--- config.mk ---
export PLATFORM = sky130hd
export DESIGN_NAME = oef_ctrl
export DESIGN_NICKNAME = d
export VERILOG_FILES = /design/src/hw/rtl/oef_pkg.sv /design/src/hw/rtl/oef_ctrl.sv
export VERILOG_INCLUDE_DIRS = /design/src /design/src/hw/rtl
export SDC_FILE = /design/constraint.sdc
export NUM_CORES = 1
export LEC_CHECK = 0
export ABC_AREA = 1
export BUFFER_PORTS_ARGS = -buffer_cell sky130_fd_sc_hd__buf_2
export CORE_ASPECT_RATIO = 1.1
export CORE_MARGIN = 2
export CORE_UTILIZATION = 53
export DETAILED_ROUTE_END_ITERATION = 12
export GPL_TIMING_DRIVEN = 0
export PLACE_DENSITY = 0.72
export SLEW_MARGIN = 20
export SYNTH_ARGS = -nofsm -noshare
export SYNTH_HDL_FRONTEND = slang
export SYNTH_SLANG_ARGS = --single-unit
export TNS_END_PERCENT = 100
--- constraint.sdc ---
create_clock -name clock -period 1.7 [get_ports clock]
set_input_delay 0.34 -clock clock [delete_from_list [all_inputs] [get_ports clock]]
set_output_delay 0.34 -clock clock [all_outputs]
set_load 0.02 [all_outputs]
--- src/hw/rtl/one_euro_axis_filter_top_macros.svh ---
// Assertion helpers used by the filter controller.
`ifndef ONE_EURO_AXIS_FILTER_TOP_MACROS_SVH
`define ONE_EURO_AXIS_FILTER_TOP_MACROS_SVH

// The consequent must hold in the same cycle as the antecedent.
`define OEF_ASSERT_NOW(label, clk, rst, ante, cons) \
   label: assert property (@(posedge clk) disable iff (rst) (ante) |-> (cons)) \
      else $error("one euro filter check failed");

// The consequent must hold in the cycle after the antecedent.
`define OEF_ASSERT_NEXT(label, clk, rst, ante, cons) \
   label: assert property (@(posedge clk) disable iff (rst) (ante) |=> (cons)) \
      else $error("one euro filter check failed");

`endif

--- src/hw/rtl/oef_pkg.sv ---
`timescale 1ns / 1ps

package oef_pkg;

   localparam int AXIS_COUNT       = 6;
   localparam int FIRST_ANGLE_AXIS = 3;
   localparam int AXIS_W           = (AXIS_COUNT > 1) ? $clog2(AXIS_COUNT) : 1;

   localparam int CSR_INDEX_W = 3;
   localparam int CSR_DATA_W  = 24;

   typedef enum logic [CSR_INDEX_W-1:0] {
      CSR_FC_MIN_POS  = 3'd0,
      CSR_BETA_POS    = 3'd1,
      CSR_DCUT_POS    = 3'd2,
      CSR_FC_MIN_ROT  = 3'd3,
      CSR_BETA_ROT    = 3'd4,
      CSR_DCUT_ROT    = 3'd5
   } csr_index_type;

   localparam logic [15:0] FC_MIN_RESET = 16'd256;
   localparam logic [15:0] DCUT_RESET   = 16'd256;
   localparam logic [23:0] BETA_RESET   = 24'd0;

   localparam logic [19:0] MIN_STEP_US   = 20'd100;
   localparam logic [19:0] USEC_PER_SEC  = 20'd1000000;
   localparam logic [18:0] TWO_PI_Q16    = 19'd411775;
   localparam logic [59:0] ALPHA_SCALE   = 60'd16777216000000;
   localparam logic [16:0] ALPHA_ONE     = 17'd65536;
   localparam logic [19:0] FC_LIMIT      = 20'hFFFFF;
   localparam logic [34:0] DEG180        = 35'd11796480;
   localparam logic [34:0] DEG360        = 35'd23592960;
   // 256 turns: lifts any difference of two 32-bit values above zero.
   localparam logic [35:0] WRAP_OFFSET   = 36'd6039797760;
   localparam logic [3:0]  WRAP_TOP_SHIFT = 4'd8;
   localparam logic [5:0]  DX_DIV_STEPS    = 6'd53;
   localparam logic [5:0]  ALPHA_DIV_STEPS = 6'd17;

   typedef enum logic [4:0] {
      OP_NONE,
      OP_CAPTURE,
      OP_READ,
      OP_WRAP_INIT,
      OP_WRAP_STEP,
      OP_WRAP_END,
      OP_DX_INIT,
      OP_DIV_STEP,
      OP_DX_END,
      OP_ALPHA_MUL1,
      OP_ALPHA_MUL2,
      OP_ALPHA_DEN,
      OP_ALPHA_END,
      OP_SLOPE_MUL,
      OP_SLOPE_ADD,
      OP_FC_MUL,
      OP_FC_ADD,
      OP_VALUE_MUL,
      OP_VALUE_ADD,
      OP_FIN_PASS,
      OP_FIN_HOLD,
      OP_FIN_FIRST,
      OP_FIN_FILTER
   } dp_op_type;

   typedef struct packed {
      dp_op_type  op;
      logic       sel_second;
      logic       wrap_value;
      logic [3:0] wrap_k;
   } dp_cmd_type;

   typedef struct packed {
      logic in_range;
      logic short_step;
      logic started;
      logic angle;
   } dp_status_type;

   // One full turn scaled by 2^k, for the binary reduction of an angle.
   function automatic logic [34:0] wrap_const(input logic [3:0] k);
      return DEG360 << k;
   endfunction

endpackage

--- src/hw/rtl/oef_ctrl.sv ---
`timescale 1ns / 1ps
`include "one_euro_axis_filter_top_macros.svh"

module oef_ctrl import oef_pkg::*; (
   input  logic          clock,
   input  logic          reset,
   input  logic          req_valid,
   output logic          req_ready,
   output logic          rsp_valid,
   input  logic          rsp_ready,
   output dp_cmd_type    cmd,
   input  dp_status_type status
);

   typedef enum logic [20:0] {
      S_IDLE      = 21'd1 << 0,
      S_DECIDE    = 21'd1 << 1,
      S_WRAP_INIT = 21'd1 << 2,
      S_WRAP_STEP = 21'd1 << 3,
      S_WRAP_END  = 21'd1 << 4,
      S_DX_INIT   = 21'd1 << 5,
      S_DX_DIV    = 21'd1 << 6,
      S_DX_END    = 21'd1 << 7,
      S_A_MUL1    = 21'd1 << 8,
      S_A_MUL2    = 21'd1 << 9,
      S_A_DEN     = 21'd1 << 10,
      S_A_DIV     = 21'd1 << 11,
      S_A_END     = 21'd1 << 12,
      S_SL_MUL    = 21'd1 << 13,
      S_SL_ADD    = 21'd1 << 14,
      S_FC_MUL    = 21'd1 << 15,
      S_FC_ADD    = 21'd1 << 16,
      S_V_MUL     = 21'd1 << 17,
      S_V_ADD     = 21'd1 << 18,
      S_FINISH    = 21'd1 << 19,
      S_SPARE     = 21'd1 << 20
   } state_type;

   typedef enum logic [1:0] {
      FIN_PASS,
      FIN_HOLD,
      FIN_FIRST,
      FIN_FILTER
   } fin_type;

   state_type  state_ff, state_in;
   fin_type    fin_ff, fin_in;
   logic [5:0] cnt_ff, cnt_in;
   logic [3:0] wrap_k_ff, wrap_k_in;
   logic       second_ff, second_in;
   logic       wrap_val_ff, wrap_val_in;
   logic       rsp_valid_ff, rsp_valid_in;

   always_comb begin
      state_in     = state_ff;
      fin_in       = fin_ff;
      cnt_in       = cnt_ff;
      wrap_k_in    = wrap_k_ff;
      second_in    = second_ff;
      wrap_val_in  = wrap_val_ff;
      rsp_valid_in = rsp_valid_ff && !rsp_ready;
      req_ready    = 1'b0;
      cmd.op         = OP_NONE;
      cmd.sel_second = second_ff;
      cmd.wrap_value = wrap_val_ff;
      cmd.wrap_k     = wrap_k_ff;

      case (state_ff)
         S_IDLE: begin
            req_ready = 1'b1;
            if (req_valid) begin
               cmd.op   = OP_CAPTURE;
               state_in = S_DECIDE;
            end
         end
         S_DECIDE: begin
            cmd.op      = OP_READ;
            second_in   = 1'b0;
            wrap_val_in = 1'b0;
            wrap_k_in   = WRAP_TOP_SHIFT;
            if (!status.in_range) begin
               fin_in   = FIN_PASS;
               state_in = S_FINISH;
            end else if (status.short_step) begin
               fin_in   = FIN_HOLD;
               state_in = S_FINISH;
            end else if (!status.started) begin
               fin_in   = FIN_FIRST;
               state_in = S_FINISH;
            end else begin
               fin_in   = FIN_FILTER;
               state_in = status.angle ? S_WRAP_INIT : S_DX_INIT;
            end
         end
         S_WRAP_INIT: begin
            cmd.op   = OP_WRAP_INIT;
            state_in = S_WRAP_STEP;
         end
         S_WRAP_STEP: begin
            cmd.op = OP_WRAP_STEP;
            if (wrap_k_ff == '0) begin
               state_in = S_WRAP_END;
            end else begin
               wrap_k_in = wrap_k_ff - 4'd1;
            end
         end
         S_WRAP_END: begin
            cmd.op   = OP_WRAP_END;
            state_in = wrap_val_ff ? S_FINISH : S_DX_INIT;
         end
         S_DX_INIT: begin
            cmd.op   = OP_DX_INIT;
            cnt_in   = DX_DIV_STEPS - 6'd1;
            state_in = S_DX_DIV;
         end
         S_DX_DIV: begin
            cmd.op = OP_DIV_STEP;
            if (cnt_ff == '0) begin
               state_in = S_DX_END;
            end else begin
               cnt_in = cnt_ff - 6'd1;
            end
         end
         S_DX_END: begin
            cmd.op   = OP_DX_END;
            state_in = S_A_MUL1;
         end
         S_A_MUL1: begin
            cmd.op   = OP_ALPHA_MUL1;
            state_in = S_A_MUL2;
         end
         S_A_MUL2: begin
            cmd.op   = OP_ALPHA_MUL2;
            state_in = S_A_DEN;
         end
         S_A_DEN: begin
            cmd.op   = OP_ALPHA_DEN;
            cnt_in   = ALPHA_DIV_STEPS - 6'd1;
            state_in = S_A_DIV;
         end
         S_A_DIV: begin
            cmd.op = OP_DIV_STEP;
            if (cnt_ff == '0) begin
               state_in = S_A_END;
            end else begin
               cnt_in = cnt_ff - 6'd1;
            end
         end
         S_A_END: begin
            cmd.op   = OP_ALPHA_END;
            state_in = second_ff ? S_V_MUL : S_SL_MUL;
         end
         S_SL_MUL: begin
            cmd.op   = OP_SLOPE_MUL;
            state_in = S_SL_ADD;
         end
         S_SL_ADD: begin
            cmd.op   = OP_SLOPE_ADD;
            state_in = S_FC_MUL;
         end
         S_FC_MUL: begin
            cmd.op   = OP_FC_MUL;
            state_in = S_FC_ADD;
         end
         S_FC_ADD: begin
            cmd.op    = OP_FC_ADD;
            second_in = 1'b1;
            state_in  = S_A_MUL1;
         end
         S_V_MUL: begin
            cmd.op   = OP_VALUE_MUL;
            state_in = S_V_ADD;
         end
         S_V_ADD: begin
            cmd.op = OP_VALUE_ADD;
            if (status.angle) begin
               wrap_val_in = 1'b1;
               wrap_k_in   = WRAP_TOP_SHIFT;
               state_in    = S_WRAP_INIT;
            end else begin
               state_in = S_FINISH;
            end
         end
         S_FINISH: begin
            if (!rsp_valid_ff || rsp_ready) begin
               case (fin_ff)
                  FIN_PASS:  cmd.op = OP_FIN_PASS;
                  FIN_HOLD:  cmd.op = OP_FIN_HOLD;
                  FIN_FIRST: cmd.op = OP_FIN_FIRST;
                  default:   cmd.op = OP_FIN_FILTER;
               endcase
               rsp_valid_in = 1'b1;
               state_in     = S_IDLE;
            end
         end
         default: state_in = S_IDLE;
      endcase
   end

   always_ff @(posedge clock) begin
      if (reset) begin
         state_ff     <= S_IDLE;
         fin_ff       <= FIN_PASS;
         cnt_ff       <= '0;
         wrap_k_ff    <= '0;
         second_ff    <= 1'b0;
         wrap_val_ff  <= 1'b0;
         rsp_valid_ff <= 1'b0;
      end else begin
         state_ff     <= state_in;
         fin_ff       <= fin_in;
         cnt_ff       <= cnt_in;
         wrap_k_ff    <= wrap_k_in;
         second_ff    <= second_in;
         wrap_val_ff  <= wrap_val_in;
         rsp_valid_ff <= rsp_valid_in;
      end
   end

   assign rsp_valid = rsp_valid_ff;

   `OEF_ASSERT_NEXT(a_accept_decides, clock, reset, req_valid && req_ready, state_ff == S_DECIDE)
   `OEF_ASSERT_NOW(a_rsp_from_finish, clock, reset, $rose(rsp_valid_ff), $past(state_ff) == S_FINISH)
   `OEF_ASSERT_NEXT(a_div_ends, clock, reset, state_ff == S_DX_DIV && cnt_ff == '0, state_ff == S_DX_END)
   `OEF_ASSERT_NOW(a_wrap_bound, clock, reset, state_ff == S_WRAP_STEP, wrap_k_ff <= WRAP_TOP_SHIFT)

endmodule

==> reports/qor.txt <==
OUTCOME
------------------------------------------------------------------------------------------
Result of the run                                                             complete, but fails checks
Violated checks                                                               setup timing

LOGIC SYNTHESIS
------------------------------------------------------------------------------------------
Fraction of the mapped netlist area in compound gates                               0.0944
Post-Synthesis Net Count                                                               320
Multiplexer share of the synthesized area                                                0
Post-synthesis share of cell area spent on xor and xnor gates                      0.00787
Number of warnings printed during yosys synthesis                                        0
Unique masters post-synth                                                               37
Post-synthesis average cell area                                                  7.30 um2
Fraction of the yosys area taken by sequential cells                                 0.315
Synthesized cell area                                                             2230 um2
Combinational family with the most area after synthesis                       simple AND/OR/NAND/NOR gates
Simple-gate portion of the synthesized area                                          0.441
Synthesized netlist cell count                                                         305
Share of synthesized cell area in full adder, half adder and majority cells         0.0393
Synthesis-stage register bit count                                                      35

DETAILED ROUTING
------------------------------------------------------------------------------------------
First-pass detailed-route iteration total                                                8
Met1 routed wirelength after detailed routing                                      3.03 mm
Sum of met3 wire segment lengths after detailed routing                             854 um
Routed length on met2                                                              4.27 mm
Total number of vias                                                                  2657
DRC Markers                                                                              0
Highest routing layer actually used                                                   met4
Total length of routed wires                                                       8.94 mm
Detailed-route wire length per cell                                                21.2 um
Number of nets still failing antenna checks after routing                                0
Iter 0 DRT Violations                                                                  326
Post-DR vias/cell                                                                     6.31

CLOCK NETWORK
------------------------------------------------------------------------------------------
Library cell used as clock root buffer                                        sky130_fd_sc_hd__clkbuf_8
Clock insertion delay at the later pin of the skew report                           300 ps
Total clock buffers created by CTS                                                       5
Worst-path clk slew                                                                  80 ps
CTS tree                                                                              done
Buffer levels on the longest clock path                                                  2
Count of H-tree levels built during CTS                                                  2
Sinks on the clock net                                                                  35

LAYOUT
------------------------------------------------------------------------------------------
Number of fillers in the final layout                                                  207
Proportion of layout cells with a drive suffix above 1                               0.550
Most frequent cells in the layout                                             sky130_fd_sc_hd__nand2_1, sky130_fd_sc_hd__inv_1, sky130_fd_sc_hd__buf_4
Most common cell after layout, fill and taps aside                            sky130_fd_sc_hd__nand2_1
Non-Filler Cell Area, Final                                                       3440 um2
Filler-free cell count of the finished design                                          421
Antenna fix cells                                                                        0
Layout Area Growth over Synthesis                                                    54.7%
Final nets                                                                             383

HOLD PATH
------------------------------------------------------------------------------------------
Worst min-delay path class                                                          in2reg
Capture endpoint of the worst hold path                                          rsp_valid
Hold path start                                                                  rsp_ready
Number of cells on the worst hold path                                                   4

SETUP PATH
------------------------------------------------------------------------------------------
Data required time at the worst endpoint                                           1360 ps
Slowest stage cell on the critical path                                       sky130_fd_sc_hd__dfxtp_4
Maximum net fanout on the critical path                                                  4
Delay of the slowest cell on the worst path                                         370 ps
Path type of the worst setup path                                                  reg2out
Worst R2R Path Depth                                                                    12
Cell breakdown of the critical path                                           nor2_4 > nand2_4 > nor2_4 > nand2_2 > inv_2 > nand3_4 > o21bai_1 > nand3_2 > buf_6
Count of buffer and inverter cells on the critical path                                  2
Critical path capture point type                                              primary output
Logic depth of the worst setup path including buffers                                    9
Critical path's most frequent cell                                            sky130_fd_sc_hd__nor2_4
Largest delay contributor family on the critical path                         simple AND/OR/NAND/NOR gates
R2R setup slack                                                                    -430 ps
Launch point of the worst reg-to-reg path                                      state_ff[4]
Critical register-to-register path endpoint                                    state_ff[3]
Arrival time of the worst setup path                                               1900 ps
Critical Path Start Type                                                          register

FLOORPLANNING
------------------------------------------------------------------------------------------
Die Wd                                                                             65.8 um
Die Height                                                                         72.0 um
Core region area                                                                  3990 um2
Site row count                                                                          24
Die footprint                                                                     4730 um2
Starting utilization of the core area                                                0.557
Total I/O pin count                                                                     21

TIMING
------------------------------------------------------------------------------------------
Final-report max-slew violation count                                                    0
Fin crit period                                                                    2240 ps
Ratio of final minimum period to clock period                                         1.32
Total setup violations reported at the end of the flow                                  34
Smallest hold slack                                                                 401 ps
Clk_skew                                                                           5.05 ps
Hold Vio Cnt, Final                                                                      0
Achievable clock frequency                                                         447 MHz
Smallest setup slack after layout                                                  -539 ps
Max-Slew Margin vs Limit                                                             0.539
Transition time of the tightest slew-check pin                                      692 ps
RSZ-0062 raised after global routing                                                  true

GLOBAL ROUTE
------------------------------------------------------------------------------------------
GRT Resource Usage Total                                                             0.317
Via count of the first global-routing pass                                            2388
Wire length of the first global-routing pass                                       11.2 mm
Largest net degree at the start of global routing                                       13
Initial antenna violation count                                                          0
Global route overflow                                                                    0

POWER
------------------------------------------------------------------------------------------
Power per Cell Area                                                            1310 nW/um2
Power after layout                                                               0.00451 W
Leak                                                                               1.48 nW
VDD IR-drop max                                                                     799 uV

RUN
------------------------------------------------------------------------------------------
Maximum Capacitance Violations                                                           0

PLACED DESIGN
------------------------------------------------------------------------------------------
Placed Cells incl. Taps                                                                376
Sum of net half-perimeters after detailed placement                                3.91 mm
Final Wtd Congestion                                                                 0.865
Setup Slack @ Placement                                                            -258 ps
Port Buf Inserts                                                                        19
Instance area at placement                                                        2410 um2

-- worst min-delay path, cell delays in order --
cell and delay [ps]:
sky130_fd_sc_hd__buf_2 70, sky130_fd_sc_hd__inv_1 30, sky130_fd_sc_hd__nand2_1 130, sky130_fd_sc_hd__a21oi_1 90
-- layer usage --
layer,vias to the layer above,track usage
li1,1125,-
met2,222,0.550
met3,82,0.0806
met4,0,0.181
met1,1228,0.348
met5,-,0
-- registers in the layout, indices dropped and copies added, names as in the netlist --
register and cells:
second_ff 1, rsp_valid 1, wrap_val_ff 1, fin_ff 2, state_ff 20, wrap_k_ff 4, cnt_ff 6
-- timing repair --
item                                    in CTS  in global routing
pin swaps                                   34                 20
endpoints found under the setup margin      28                 32
buffers inserted                            26                 10
resized for setup                          103                 62
hold buffers                                 0                  0
cloned                                       3                  0
-- layout make-up --
class	instances	area (um2)	share of cell area
Sequential cell	35	741	0.215
Timing Repair Buffer	56	469	0.136
Buffer	9	87.6	0.0254
Clock inverter	3	67.6	0.0196
Tap cell	52	65.1	0.0189
Inverter	40	164	0.0476
Multi-Input combinational cell	221	1780	0.517
Clock buffer	5	68.8	0.0200
-- through the flow --
stage	TNS, ps	utilization
finish	-9900	0.862
global route	-10450	0.862
CTS	-4250	0.792
detailed placement	-2880	0.602
global placement	-2660	0.602
floorplan	0	-
-- worst max path at each step --
stage                      start  endpoint
floorplan            state_ff[6]    cmd[6]
global placement     state_ff[6]    cmd[6]
detailed placement  state_ff[11]    cmd[6]
CTS                 state_ff[14]    cmd[6]
global route         state_ff[4]    cmd[8]
finish               state_ff[4]    cmd[6]
-- power breakdown --
part | total (W) | switching, W | internal, W
clock | 0.000933 | 0.000347 | 0.000585
combinational | 0.00259 | 0.00156 | 0.00103
sequential | 0.000985 | 0.0000847 | 0.000900
-- cell usage after synthesis, drive strengths merged --
library cell / n / area (um2)
nor2: 62 / 373
nand2: 55 / 246
inv: 39 / 149
dfxtp: 35 / 701
nand3: 29 / 190
a21oi: 14 / 70.1
nor3: 14 / 70.1
o21ai: 12 / 60.1
nand4: 9 / 56.3
ha: 7 / 87.6
buf: 6 / 53.8
clkbuf: 3 / 21.3
o2111ai: 3 / 26.3
a211oi: 2 / 15.0
nor4: 2 / 12.5
o21a: 2 / 15.0
or2: 2 / 12.5
xor2: 2 / 17.5
a41oi: 1 / 8.76
and2: 1 / 6.26
and3: 1 / 7.51
clkinv: 1 / 3.75
nor3b: 1 / 7.51
o21bai: 1 / 7.51
o31ai: 1 / 7.51
-- cells by family (layout without fill, tap and decap cells) --
group	Yosys count	after routing
adders and majority gates	7	7
and+or+nand+nor	176	176
xor gates and xnor gates	2	2
AOI/OAI and AO/OA	36	36
buffers and inverters	49	113
DFF	35	35
Power figures use the tool's default switching activity.
